$ cat config.mk
export PLATFORM = sky130hd
export DESIGN_NAME = line_segment_clipper_core
export DESIGN_NICKNAME = d
export VERILOG_FILES = /design/src/rtl/core/lsc_pkg.sv /design/src/rtl/core/lsc_front.sv /design/src/rtl/core/lsc_divider.sv /design/src/rtl/core/lsc_back.sv /design/src/rtl/core/line_segment_clipper_core.sv
export SDC_FILE = /design/constraint.sdc
export NUM_CORES = 2
export LEC_CHECK = 0
export ABC_CLOCK_PERIOD_IN_PS = 10950
export BUFFER_PORTS_ARGS = -buffer_cell sky130_fd_sc_hd__buf_2
export CORE_UTILIZATION = 55
export DETAILED_ROUTE_END_ITERATION = 16
export GPL_TIMING_DRIVEN = 0
export PLACE_DENSITY_LB_ADDON = 0.1
export SYNTH_ARGS = -nofsm -noshare
export SYNTH_HDL_FRONTEND = slang
export SYNTH_SLANG_ARGS = --single-unit
$ cat constraint.sdc
create_clock -name clock -period 10.95 [get_ports clock]
set_input_delay 1.095 -clock clock [delete_from_list [all_inputs] [get_ports clock]]
set_output_delay 1.095 -clock clock [all_outputs]
set_load 0.03 [all_outputs]
$ cat src/rtl/core/lsc_pkg.sv
// package: types, constants and helpers for the line segment clipper
`default_nettype none
package lsc_pkg;

   localparam int CoordWidth = 16;
   localparam int CsrIndexWidth = 2;
   localparam int MaxMoves = 4;
   localparam int QueueDepth = 2;

   typedef logic signed [CoordWidth-1:0] coord_type;

   typedef enum logic [CsrIndexWidth-1:0] {
      CSR_CLIP_LEFT   = 2'd0,
      CSR_CLIP_RIGHT  = 2'd1,
      CSR_CLIP_BOTTOM = 2'd2,
      CSR_CLIP_TOP    = 2'd3
   } csr_index_type;

   localparam logic [3:0] CodeLeft   = 4'b0001;
   localparam logic [3:0] CodeRight  = 4'b0010;
   localparam logic [3:0] CodeBottom = 4'b0100;
   localparam logic [3:0] CodeTop    = 4'b1000;

   localparam coord_type ResetLeft   = 16'sd3200;
   localparam coord_type ResetRight  = 16'sd9600;
   localparam coord_type ResetBottom = 16'sd2400;
   localparam coord_type ResetTop    = 16'sd7200;

   typedef struct packed {
      coord_type left;
      coord_type right;
      coord_type bottom;
      coord_type top;
   } rect_type;

   typedef struct packed {
      coord_type  sx;
      coord_type  sy;
      coord_type  ex;
      coord_type  ey;
      logic [3:0] c1;
      logic [3:0] c2;
   } seg_type;

   typedef struct packed {
      logic      accepted;
      coord_type x1;
      coord_type y1;
      coord_type x2;
      coord_type y2;
   } rsp_type;

   typedef enum logic [2:0] {
      ST_IDLE,
      ST_CHECK,
      ST_MUL,
      ST_DIV,
      ST_UPDATE,
      ST_DONE
   } back_state_type;

   function automatic logic [3:0] outcode(input coord_type x, input coord_type y,
                                          input rect_type r);
      logic [3:0] c;
      c = 4'b0000;
      if (x < r.left) c = c | CodeLeft;
      else if (x > r.right) c = c | CodeRight;
      if (y < r.bottom) c = c | CodeBottom;
      else if (y > r.top) c = c | CodeTop;
      return c;
   endfunction

endpackage
`default_nettype wire

$ cat src/rtl/core/lsc_front.sv
// front end: takes a segment, computes both outcodes, pushes into the queue
`default_nettype none
module lsc_front
   import lsc_pkg::*;
#(
   parameter int Depth = QueueDepth
) (
   input  wire        clock,
   input  wire        reset,
   input  rect_type   rect,
   input  wire        push,
   output logic       full,
   input  coord_type  sx,
   input  coord_type  sy,
   input  coord_type  ex,
   input  coord_type  ey,
   output logic       q_valid,
   input  wire        q_take,
   output seg_type    q_data
);
   localparam int PtrWidth = (Depth > 1) ? $clog2(Depth) : 1;

   seg_type              mem_ff [Depth];
   logic [PtrWidth-1:0]  wr_ff, wr_in, rd_ff, rd_in;
   logic [PtrWidth:0]    cnt_ff, cnt_in;
   logic                 do_push, do_pop;
   seg_type              seg;

   assign full    = (cnt_ff == (PtrWidth+1)'(Depth));
   assign q_valid = (cnt_ff != '0);
   assign do_push = push && !full;
   assign do_pop  = q_take && q_valid;
   assign q_data  = mem_ff[rd_ff];

   always_comb begin
      seg.sx = sx;
      seg.sy = sy;
      seg.ex = ex;
      seg.ey = ey;
      seg.c1 = outcode(sx, sy, rect);
      seg.c2 = outcode(ex, ey, rect);
   end

   always_comb begin
      wr_in  = wr_ff;
      rd_in  = rd_ff;
      cnt_in = cnt_ff;
      if (do_push) wr_in = (wr_ff == PtrWidth'(Depth-1)) ? '0 : wr_ff + 1'b1;
      if (do_pop)  rd_in = (rd_ff == PtrWidth'(Depth-1)) ? '0 : rd_ff + 1'b1;
      if (do_push && !do_pop) cnt_in = cnt_ff + 1'b1;
      else if (!do_push && do_pop) cnt_in = cnt_ff - 1'b1;
   end

   always_ff @(posedge clock) begin
      if (reset) begin
         wr_ff  <= '0;
         rd_ff  <= '0;
         cnt_ff <= '0;
      end else begin
         wr_ff  <= wr_in;
         rd_ff  <= rd_in;
         cnt_ff <= cnt_in;
      end
   end

   always_ff @(posedge clock) begin
      if (do_push) mem_ff[wr_ff] <= seg;
   end

`ifndef NO_ASSERTIONS
   a_cnt_range: assert property (@(posedge clock) disable iff (reset)
      cnt_ff <= (PtrWidth+1)'(Depth))
      else $error("queue count out of range");
   a_push_grows: assert property (@(posedge clock) disable iff (reset)
      (do_push && !do_pop) |=> (cnt_ff == $past(cnt_ff) + 1'b1))
      else $error("queue count did not grow");
   a_pop_shrinks: assert property (@(posedge clock) disable iff (reset)
      (do_pop && !do_push) |=> (cnt_ff == $past(cnt_ff) - 1'b1))
      else $error("queue count did not shrink");
`endif

endmodule
`default_nettype wire

$ cat src/rtl/core/lsc_divider.sv
// multi-cycle signed divider, restoring, one quotient bit per cycle
`default_nettype none
module lsc_divider
   import lsc_pkg::*;
#(
   parameter int Width = 48
) (
   input  wire                     clock,
   input  wire                     reset,
   input  wire                     start,
   input  wire signed [Width-1:0]  dividend,
   input  wire signed [Width-1:0]  divisor,
   output logic                    busy,
   output logic                    done,
   output logic signed [Width-1:0] quotient
);
   localparam int CntWidth = $clog2(Width + 1);

   logic [Width-1:0]    num_ff, num_in, den_ff, den_in;
   logic [Width:0]      rem_ff, rem_in;
   logic [CntWidth-1:0] cnt_ff, cnt_in;
   logic                neg_ff, neg_in, busy_ff, busy_in, done_ff, done_in;
   logic [Width:0]      trial;
   logic [Width-1:0]    abs_num, abs_den;

   assign abs_num = dividend[Width-1] ? Width'(-dividend) : Width'(dividend);
   assign abs_den = divisor[Width-1] ? Width'(-divisor) : Width'(divisor);
   assign trial   = {rem_ff[Width-1:0], num_ff[Width-1]} - {1'b0, den_ff};

   always_comb begin
      num_in  = num_ff;
      den_in  = den_ff;
      rem_in  = rem_ff;
      cnt_in  = cnt_ff;
      neg_in  = neg_ff;
      busy_in = busy_ff;
      done_in = 1'b0;
      if (start && !busy_ff) begin
         num_in  = abs_num;
         den_in  = abs_den;
         rem_in  = '0;
         cnt_in  = CntWidth'(Width);
         neg_in  = dividend[Width-1] ^ divisor[Width-1];
         busy_in = 1'b1;
      end else if (busy_ff) begin
         if (trial[Width]) begin
            rem_in = {rem_ff[Width-1:0], num_ff[Width-1]};
            num_in = {num_ff[Width-2:0], 1'b0};
         end else begin
            rem_in = trial;
            num_in = {num_ff[Width-2:0], 1'b1};
         end
         cnt_in = cnt_ff - 1'b1;
         if (cnt_ff == CntWidth'(1)) begin
            busy_in = 1'b0;
            done_in = 1'b1;
         end
      end
   end

   always_ff @(posedge clock) begin
      if (reset) begin
         busy_ff <= 1'b0;
         done_ff <= 1'b0;
         cnt_ff  <= '0;
      end else begin
         busy_ff <= busy_in;
         done_ff <= done_in;
         cnt_ff  <= cnt_in;
      end
      num_ff <= num_in;
      den_ff <= den_in;
      rem_ff <= rem_in;
      neg_ff <= neg_in;
   end

   assign busy = busy_ff;
   assign done = done_ff;
   // zero divisor gives all ones magnitude; caller forces zero then
   assign quotient = neg_ff ? -$signed(num_ff) : $signed(num_ff);

`ifndef NO_ASSERTIONS
   a_done_pulse: assert property (@(posedge clock) disable iff (reset)
      done_ff |=> !done_ff)
      else $error("divider done held");
   a_done_after_busy: assert property (@(posedge clock) disable iff (reset)
      done_ff |-> $past(busy_ff))
      else $error("divider done without busy");
   a_not_both: assert property (@(posedge clock) disable iff (reset)
      !(done_ff && busy_ff))
      else $error("divider busy and done");
`endif

endmodule
`default_nettype wire

$ cat src/rtl/core/lsc_back.sv
// back end: clipping sequencer with edge interpolation and result register
`default_nettype none
module lsc_back
   import lsc_pkg::*;
(
   input  wire       clock,
   input  wire       reset,
   input  rect_type  rect,
   input  wire       q_valid,
   output logic      q_take,
   input  seg_type   q_data,
   output logic      out_valid,
   input  wire       out_pop,
   output rsp_type   out_data
);
   localparam int DivWidth = 2 * CoordWidth + 2;
   localparam int MoveWidth = $clog2(MaxMoves + 1);

   back_state_type         state_ff, state_in;
   seg_type                seg_ff, seg_in;
   coord_type              x1_ff, x1_in, y1_ff, y1_in, x2_ff, x2_in, y2_ff, y2_in;
   logic [3:0]             c1_ff, c1_in, c2_ff, c2_in;
   logic [MoveWidth-1:0]   moves_ff, moves_in;
   logic signed [DivWidth-1:0] prod_ff, prod_in, den_ff, den_in;
   logic signed [CoordWidth:0] base_ff, base_in;
   logic                   acc_ff, acc_in;
   rsp_type                rsp_ff, rsp_in;
   logic                   rsp_valid_ff, rsp_valid_in;

   logic [3:0]                 co;
   logic                       use_first, vert;
   coord_type                  edge_v;
   logic signed [CoordWidth:0] da, num, dd;
   logic                       div_start, div_busy, div_done;
   logic signed [DivWidth-1:0] quot, q_eff;
   logic signed [DivWidth:0]   sum;
   coord_type                  sat, nx, ny;

   assign use_first = (c1_ff != 4'b0000);
   assign co        = use_first ? c1_ff : c2_ff;
   // vertical edge move (top/bottom) interpolates x
   assign vert      = (co & (CodeTop | CodeBottom)) != 4'b0000;

   always_comb begin
      priority if ((co & CodeTop) != 4'b0000) edge_v = rect.top;
      else if ((co & CodeBottom) != 4'b0000) edge_v = rect.bottom;
      else if ((co & CodeRight) != 4'b0000) edge_v = rect.right;
      else edge_v = rect.left;
      if (vert) begin
         da   = (CoordWidth+1)'(x2_ff) - (CoordWidth+1)'(x1_ff);
         num  = (CoordWidth+1)'(edge_v) - (CoordWidth+1)'(y1_ff);
         dd   = (CoordWidth+1)'(y2_ff) - (CoordWidth+1)'(y1_ff);
      end else begin
         da   = (CoordWidth+1)'(y2_ff) - (CoordWidth+1)'(y1_ff);
         num  = (CoordWidth+1)'(edge_v) - (CoordWidth+1)'(x1_ff);
         dd   = (CoordWidth+1)'(x2_ff) - (CoordWidth+1)'(x1_ff);
      end
   end

   lsc_divider #(.Width(DivWidth)) u_div (
      .clock    (clock),
      .reset    (reset),
      .start    (div_start),
      .dividend (prod_ff),
      .divisor  (den_ff),
      .busy     (div_busy),
      .done     (div_done),
      .quotient (quot)
   );

   assign q_eff = (den_ff == '0) ? '0 : quot;
   assign sum   = (DivWidth+1)'(base_ff) + (DivWidth+1)'(q_eff);
   always_comb begin
      if (sum > (DivWidth+1)'(32767)) sat = 16'sh7fff;
      else if (sum < -(DivWidth+1)'(32768)) sat = 16'sh8000;
      else sat = sum[CoordWidth-1:0];
      if (vert) begin
         nx = sat;
         ny = edge_v;
      end else begin
         nx = edge_v;
         ny = sat;
      end
   end

   // next state
   always_comb begin
      state_in = state_ff;
      unique case (state_ff)
         ST_IDLE:   if (q_valid) state_in = ST_CHECK;
         ST_CHECK: begin
            if ((c1_ff == 4'b0000 && c2_ff == 4'b0000) || (c1_ff & c2_ff) != 4'b0000
                || moves_ff == MoveWidth'(MaxMoves))
               state_in = ST_DONE;
            else
               state_in = ST_MUL;
         end
         ST_MUL:    state_in = ST_DIV;
         ST_DIV:    if (div_done) state_in = ST_UPDATE;
         ST_UPDATE: state_in = ST_CHECK;
         ST_DONE:   if (!rsp_valid_ff || out_pop) state_in = ST_IDLE;
         default:   state_in = ST_IDLE;
      endcase
   end

   // datapath and outputs
   always_comb begin
      q_take       = 1'b0;
      div_start    = 1'b0;
      seg_in       = seg_ff;
      x1_in        = x1_ff;
      y1_in        = y1_ff;
      x2_in        = x2_ff;
      y2_in        = y2_ff;
      c1_in        = c1_ff;
      c2_in        = c2_ff;
      moves_in     = moves_ff;
      prod_in      = prod_ff;
      den_in       = den_ff;
      base_in      = base_ff;
      acc_in       = acc_ff;
      rsp_in       = rsp_ff;
      rsp_valid_in = rsp_valid_ff && !out_pop;
      unique case (state_ff)
         ST_IDLE: begin
            if (q_valid) begin
               q_take   = 1'b1;
               seg_in   = q_data;
               x1_in    = q_data.sx;
               y1_in    = q_data.sy;
               x2_in    = q_data.ex;
               y2_in    = q_data.ey;
               c1_in    = q_data.c1;
               c2_in    = q_data.c2;
               moves_in = '0;
            end
         end
         ST_CHECK: acc_in = (c1_ff == 4'b0000 && c2_ff == 4'b0000);
         ST_MUL: begin
            prod_in = DivWidth'(da * num);
            den_in  = DivWidth'(dd);
            base_in = vert ? (CoordWidth+1)'(x1_ff) : (CoordWidth+1)'(y1_ff);
         end
         ST_DIV: div_start = !div_busy && !div_done;
         ST_UPDATE: begin
            moves_in = moves_ff + 1'b1;
            if (use_first) begin
               x1_in = nx;
               y1_in = ny;
               c1_in = outcode(nx, ny, rect);
            end else begin
               x2_in = nx;
               y2_in = ny;
               c2_in = outcode(nx, ny, rect);
            end
         end
         ST_DONE: begin
            if (!rsp_valid_ff || out_pop) begin
               rsp_valid_in    = 1'b1;
               rsp_in.accepted = acc_ff;
               rsp_in.x1       = acc_ff ? x1_ff : seg_ff.sx;
               rsp_in.y1       = acc_ff ? y1_ff : seg_ff.sy;
               rsp_in.x2       = acc_ff ? x2_ff : seg_ff.ex;
               rsp_in.y2       = acc_ff ? y2_ff : seg_ff.ey;
            end
         end
         default: ;
      endcase
   end

   always_ff @(posedge clock) begin
      if (reset) begin
         state_ff     <= ST_IDLE;
         rsp_valid_ff <= 1'b0;
         moves_ff     <= '0;
      end else begin
         state_ff     <= state_in;
         rsp_valid_ff <= rsp_valid_in;
         moves_ff     <= moves_in;
      end
      seg_ff  <= seg_in;
      x1_ff   <= x1_in;
      y1_ff   <= y1_in;
      x2_ff   <= x2_in;
      y2_ff   <= y2_in;
      c1_ff   <= c1_in;
      c2_ff   <= c2_in;
      prod_ff <= prod_in;
      den_ff  <= den_in;
      base_ff <= base_in;
      acc_ff  <= acc_in;
      rsp_ff  <= rsp_in;
   end

   assign out_valid = rsp_valid_ff;
   assign out_data  = rsp_ff;

`ifndef NO_ASSERTIONS
   a_moves_bound: assert property (@(posedge clock) disable iff (reset)
      moves_ff <= MoveWidth'(MaxMoves))
      else $error("too many moves");
   a_take_idle: assert property (@(posedge clock) disable iff (reset)
      q_take |-> (state_ff == ST_IDLE && q_valid))
      else $error("queue taken outside idle");
   a_update_after_div: assert property (@(posedge clock) disable iff (reset)
      (state_ff == ST_UPDATE) |-> $past(div_done))
      else $error("update without quotient");
`endif

endmodule
`default_nettype wire

$ cat src/rtl/core/line_segment_clipper_core.sv
// top level: clip rectangle registers, front end, back end
//
// channel   ports               handshake
// request   req_start_x..end_y  push / full
// response  rsp_accepted..      empty / pop
// csr       csr_index/data      csr_write_enable, no wait
//
// a trivially decided segment passes idle, check and done; each edge move (up to four)
// adds the mul, div and update states, div waiting on the 34-bit one-bit-per-cycle divider.
// synchronous active-high reset empties the queue and loads the default rectangle.
// the front queue takes requests while the back end works or the result waits.
`default_nettype none
module line_segment_clipper_core
   import lsc_pkg::*;
#(
   parameter int Depth = QueueDepth
) (
   input  wire        clock,
   input  wire        reset,
   input  wire        push,
   output logic       full,
   input  coord_type  req_start_x,
   input  coord_type  req_start_y,
   input  coord_type  req_end_x,
   input  coord_type  req_end_y,
   output logic       empty,
   input  wire        pop,
   output logic       rsp_accepted,
   output coord_type  rsp_clipped_start_x,
   output coord_type  rsp_clipped_start_y,
   output coord_type  rsp_clipped_end_x,
   output coord_type  rsp_clipped_end_y,
   input  wire        csr_write_enable,
   input  wire [CsrIndexWidth-1:0] csr_index,
   input  wire [CoordWidth-1:0]    csr_data
);
   rect_type rect_ff, rect_in;
   logic     q_valid, q_take, out_valid;
   seg_type  q_data;
   rsp_type  out_data;

   always_comb begin
      rect_in = rect_ff;
      if (csr_write_enable) begin
         unique case (csr_index_type'(csr_index))
            CSR_CLIP_LEFT:   rect_in.left   = csr_data;
            CSR_CLIP_RIGHT:  rect_in.right  = csr_data;
            CSR_CLIP_BOTTOM: rect_in.bottom = csr_data;
            CSR_CLIP_TOP:    rect_in.top    = csr_data;
            default: ;
         endcase
      end
   end

   always_ff @(posedge clock) begin
      if (reset) begin
         rect_ff.left   <= ResetLeft;
         rect_ff.right  <= ResetRight;
         rect_ff.bottom <= ResetBottom;
         rect_ff.top    <= ResetTop;
      end else begin
         rect_ff <= rect_in;
      end
   end

   lsc_front #(.Depth(Depth)) u_front (
      .clock   (clock),
      .reset   (reset),
      .rect    (rect_ff),
      .push    (push),
      .full    (full),
      .sx      (req_start_x),
      .sy      (req_start_y),
      .ex      (req_end_x),
      .ey      (req_end_y),
      .q_valid (q_valid),
      .q_take  (q_take),
      .q_data  (q_data)
   );

   lsc_back u_back (
      .clock     (clock),
      .reset     (reset),
      .rect      (rect_ff),
      .q_valid   (q_valid),
      .q_take    (q_take),
      .q_data    (q_data),
      .out_valid (out_valid),
      .out_pop   (pop),
      .out_data  (out_data)
   );

   assign empty               = !out_valid;
   assign rsp_accepted        = out_data.accepted;
   assign rsp_clipped_start_x = out_data.x1;
   assign rsp_clipped_start_y = out_data.y1;
   assign rsp_clipped_end_x   = out_data.x2;
   assign rsp_clipped_end_y   = out_data.y2;

`ifndef NO_ASSERTIONS
   a_reset_rect: assert property (@(posedge clock)
      $past(reset) |-> (rect_ff.left == ResetLeft && rect_ff.top == ResetTop))
      else $error("rectangle not reset");
   a_csr_hold: assert property (@(posedge clock) disable iff (reset)
      !csr_write_enable |=> $stable(rect_ff))
      else $error("rectangle changed without write");
   a_empty_reset: assert property (@(posedge clock)
      $past(reset) |-> empty)
      else $error("result after reset");
`endif

endmodule
`default_nettype wire

==> results.md <==
* CTS buffer count at 66
* I/O pins at 154
* Syn-to-layout area delta at 12.1%
* Clock sinks at 600
* Average size of a mapped cell at ~10 sq um
* 1st-pass router iterations at 6
* Hold WS at 0.457 ns
* Core ar. at 83400 sq um
* Final Skew at 0.0363 ns
* Gr usage total at between 30% and 40%
* Crit-path max cell delay at 0.56 ns
* FF+latch count, synth at 600
* Arr. time, crit path at 11.01 ns
* Die Y at roughly 290 um
* FF-to-FF setup slack at 0.26 ns
* Highest Clock Rate at 93.5 MHz
* # rows at 106
* Synth cell types at 91
* DR vias at around 36000
* Final Net Count at ~5700
* Antenna violations before repair at 5
* Clk Latency, worst-skew pair at approximately 0.64 ns
* Hold Crit Depth at 2
* Tmin final at 10.69 ns
* Most common cell after layout, fill and taps aside: nand2_1
* Max stage delay cell, worst path: fa_1
* Max cap viols at 0
* Main synth FF type: edfxtp_1
* Layout cells sized above 1 at 12.5%
* WP data required at between 10 and 15 ns
* Max_slew headroom at 2.74%
* Routed WL at 142000 um
* Grt total ovfl at 0
* Cell Area, Synth at 46300 sq um
* Post-synth EDFFs at 482
* Global-route wire length before repair at 212000 um
* Non-filler cells, final at 6067
* Min-Delay Startpoint: rect_ff[35]$_SDFFE_PP0P_
* Crit start category: register
* Crit Path Category: register to register
* DRT iter0 DRCs at 3173
* Post-route DRC at 0
* Yosys warnings at 0
* TritonCTS clock tree: yes
* Fillers at approximately 7000
* # port buffers at 151
* Final setup viols at 0
* Reg2reg path depth at 44
* Largest net degree at the start of global routing at 57
* DPL Wire Length at 113000 um
* Die area at 85300 sq um
* Commonest cells after routing, fill and taps aside: 580 x nand2_1, 528 x inv_1, 482 x edfxtp_1
* Post-Syn Instances at 4646
* CTS Root Cell: clkbuf_16
* Number of global-route vias before repair at 34800
* Post-synthesis sequential area ratio at 36.4%
* Vias per cell at 5.93
* Detail Route Antenna Nets at 0
* Reg2Reg Launch Point: u_back.c1_ff[3]$_DFFE_PP_
* Slew of the pin with the lowest slew margin at around 1.5 ns
* Hold path endpoint: rect_ff[35]$_SDFFE_PP0P_
* H-Tree Depth at 3
* Starting Density at about 55%
* Max-slew violation total from the final report at 0
* Drt wl/cell at between 20 and 25 um
* Setup crit end kind: register
* R2R Path End: u_back.prod_ff[28]$_DFFE_PP_
* Die span in x at ~290 um
* CTS Buffer Depth at 3
* CP max FO at 10
* Status: complete, no violations
* GP Congestion at 0.993
* Placed cell count at about 6000
* Final hold violations at 0
* Ys async rst share at 0%
* Period utilization at between 90% and 100%
* Hold/Removal Path Class: register to register
* Clk slew on worst S/H paths at 0.06 ns
-- registers in the layout, summed over array words and instances, names as in the netlist, 4 cells and up, named ones only --
register	flops
u_back.y1_ff	16
u_back.c1_ff	4
u_back.c2_ff	4
u_back.x1_ff	16
u_back.out_data	65
u_back.u_div.num_ff	34
rect_ff	64
u_back.u_div.den_ff	34
u_front.mem_ff	144
u_back.prod_ff	34
u_back.seg_ff	64
u_back.y2_ff	16
u_back.den_ff	17
u_back.x2_ff	16
u_back.base_ff	16
u_back.u_div.cnt_ff	6
u_back.u_div.rem_ff	34
-- cell families (layout without fill, tap and decap cells) --
logic type      Yosys count  after routing  synth area share (%)
xor+xnor                214            214                  4.07
buf+inv                 695           1020                  5.70
mux                     197            197                  4.75
fa+ha+maj               698            698                  23.8
simple gates           1375           1375                  13.4
other cells               1             17               0.00810
compound gates          866            866                  11.9
flops                   600            600                  36.4
-- stage by stage --
stage          setup TNS [ns]  setup WS [ns]  area, sq um  util [%]
2_1_floorplan               0         0.0353        46400         -
3_3_place_gp           -31.78          -2.85        48500      58.1
3_5_place_dp           -32.57          -2.93        48800      58.5
4_1_cts                     0         0.0182        51400      61.7
5_1_grt                -0.324        -0.0910        51900      62.2
6_report                    0          0.258        51900      62.2
-- cell type report --
cell class / instances / area (sq um) / area share, %
well taps: 1080 / 1350 / 2.61
multi-input cells: 3366 / 27400 / 52.8
clock buffers: 94 / 1860 / 3.59
clock inverters: 27 / 294 / 0.567
inverters: 534 / 2010 / 3.88
plain buffers: 156 / 723 / 1.39
repair buffers: 209 / 1380 / 2.66
flip-flops and latches: 600 / 16800 / 32.5
diodes: 1 / 2.50 / 0.00483
-- worst max-delay path: cells and delay by family (launching register included) --
kind                       cells  cell delay, ns
xor gates and xnor gates       1            0.51
buffers and inverters         10            1.36
adders and majority gates      8            4.00
DFF                            1            0.48
and+or+nand+nor                7            1.02
AOI/OAI and AO/OA             18            3.01
-- what timing repair did --
action,4_1_cts,5_1_grt
endpoints found under the setup margin,20,12
pin swaps,19,21
gates resized for setup,91,79
buffers inserted,19,23
hold buffers,0,0
-- synthesized netlist by cell type (106+ instances only) --
cell type    n  area, sq um
clkbuf_1   141          529
xnor2_1    107          937
ha_1       396         4950
o21ai_0    218         1090
a21oi_1    278         1390
edfxtp_1   482        14500
fa_1       302         6050
inv_1      531         1990
xor2_1     106          928
dfxtp_1    118         2360
mux2_2     158         1780
nor2_1     359         1350
nand2_1    582         2180
a21o_1     107          803
-- per-layer routing --
metal / vias to the layer above / global-route usage (%) / part of all wire [%]
li1: 16500 / - / -
met4: 2 / 12.2 / 3.9
met1: 17600 / 46.3 / 42
met2: 1532 / 52.7 / 45
met3: 296 / 5.47 / 8.4
met5: - / 0 / 0.0092
-- worst max-delay path by stage --
stage,from,end,depth (start not counted)
after floorplan,u_back.c1_ff[1]$_DFFE_PP_,u_back.prod_ff[33]$_DFFE_PP_,46
after global placement,u_back.c1_ff[2]$_DFFE_PP_,u_back.prod_ff[33]$_DFFE_PP_,48
after detailed placement,u_back.c1_ff[2]$_DFFE_PP_,u_back.prod_ff[33]$_DFFE_PP_,48
after CTS,u_back.c1_ff[0]$_DFFE_PP_,u_back.prod_ff[33]$_DFFE_PP_,46
after global routing,u_back.c1_ff[1]$_DFFE_PP_,u_back.prod_ff[33]$_DFFE_PP_,45
final,u_back.c1_ff[3]$_DFFE_PP_,u_back.prod_ff[28]$_DFFE_PP_,44
Power is not shown: default switching activity piles up to over one toggle a cycle in this logic, so the estimate is an artifact.
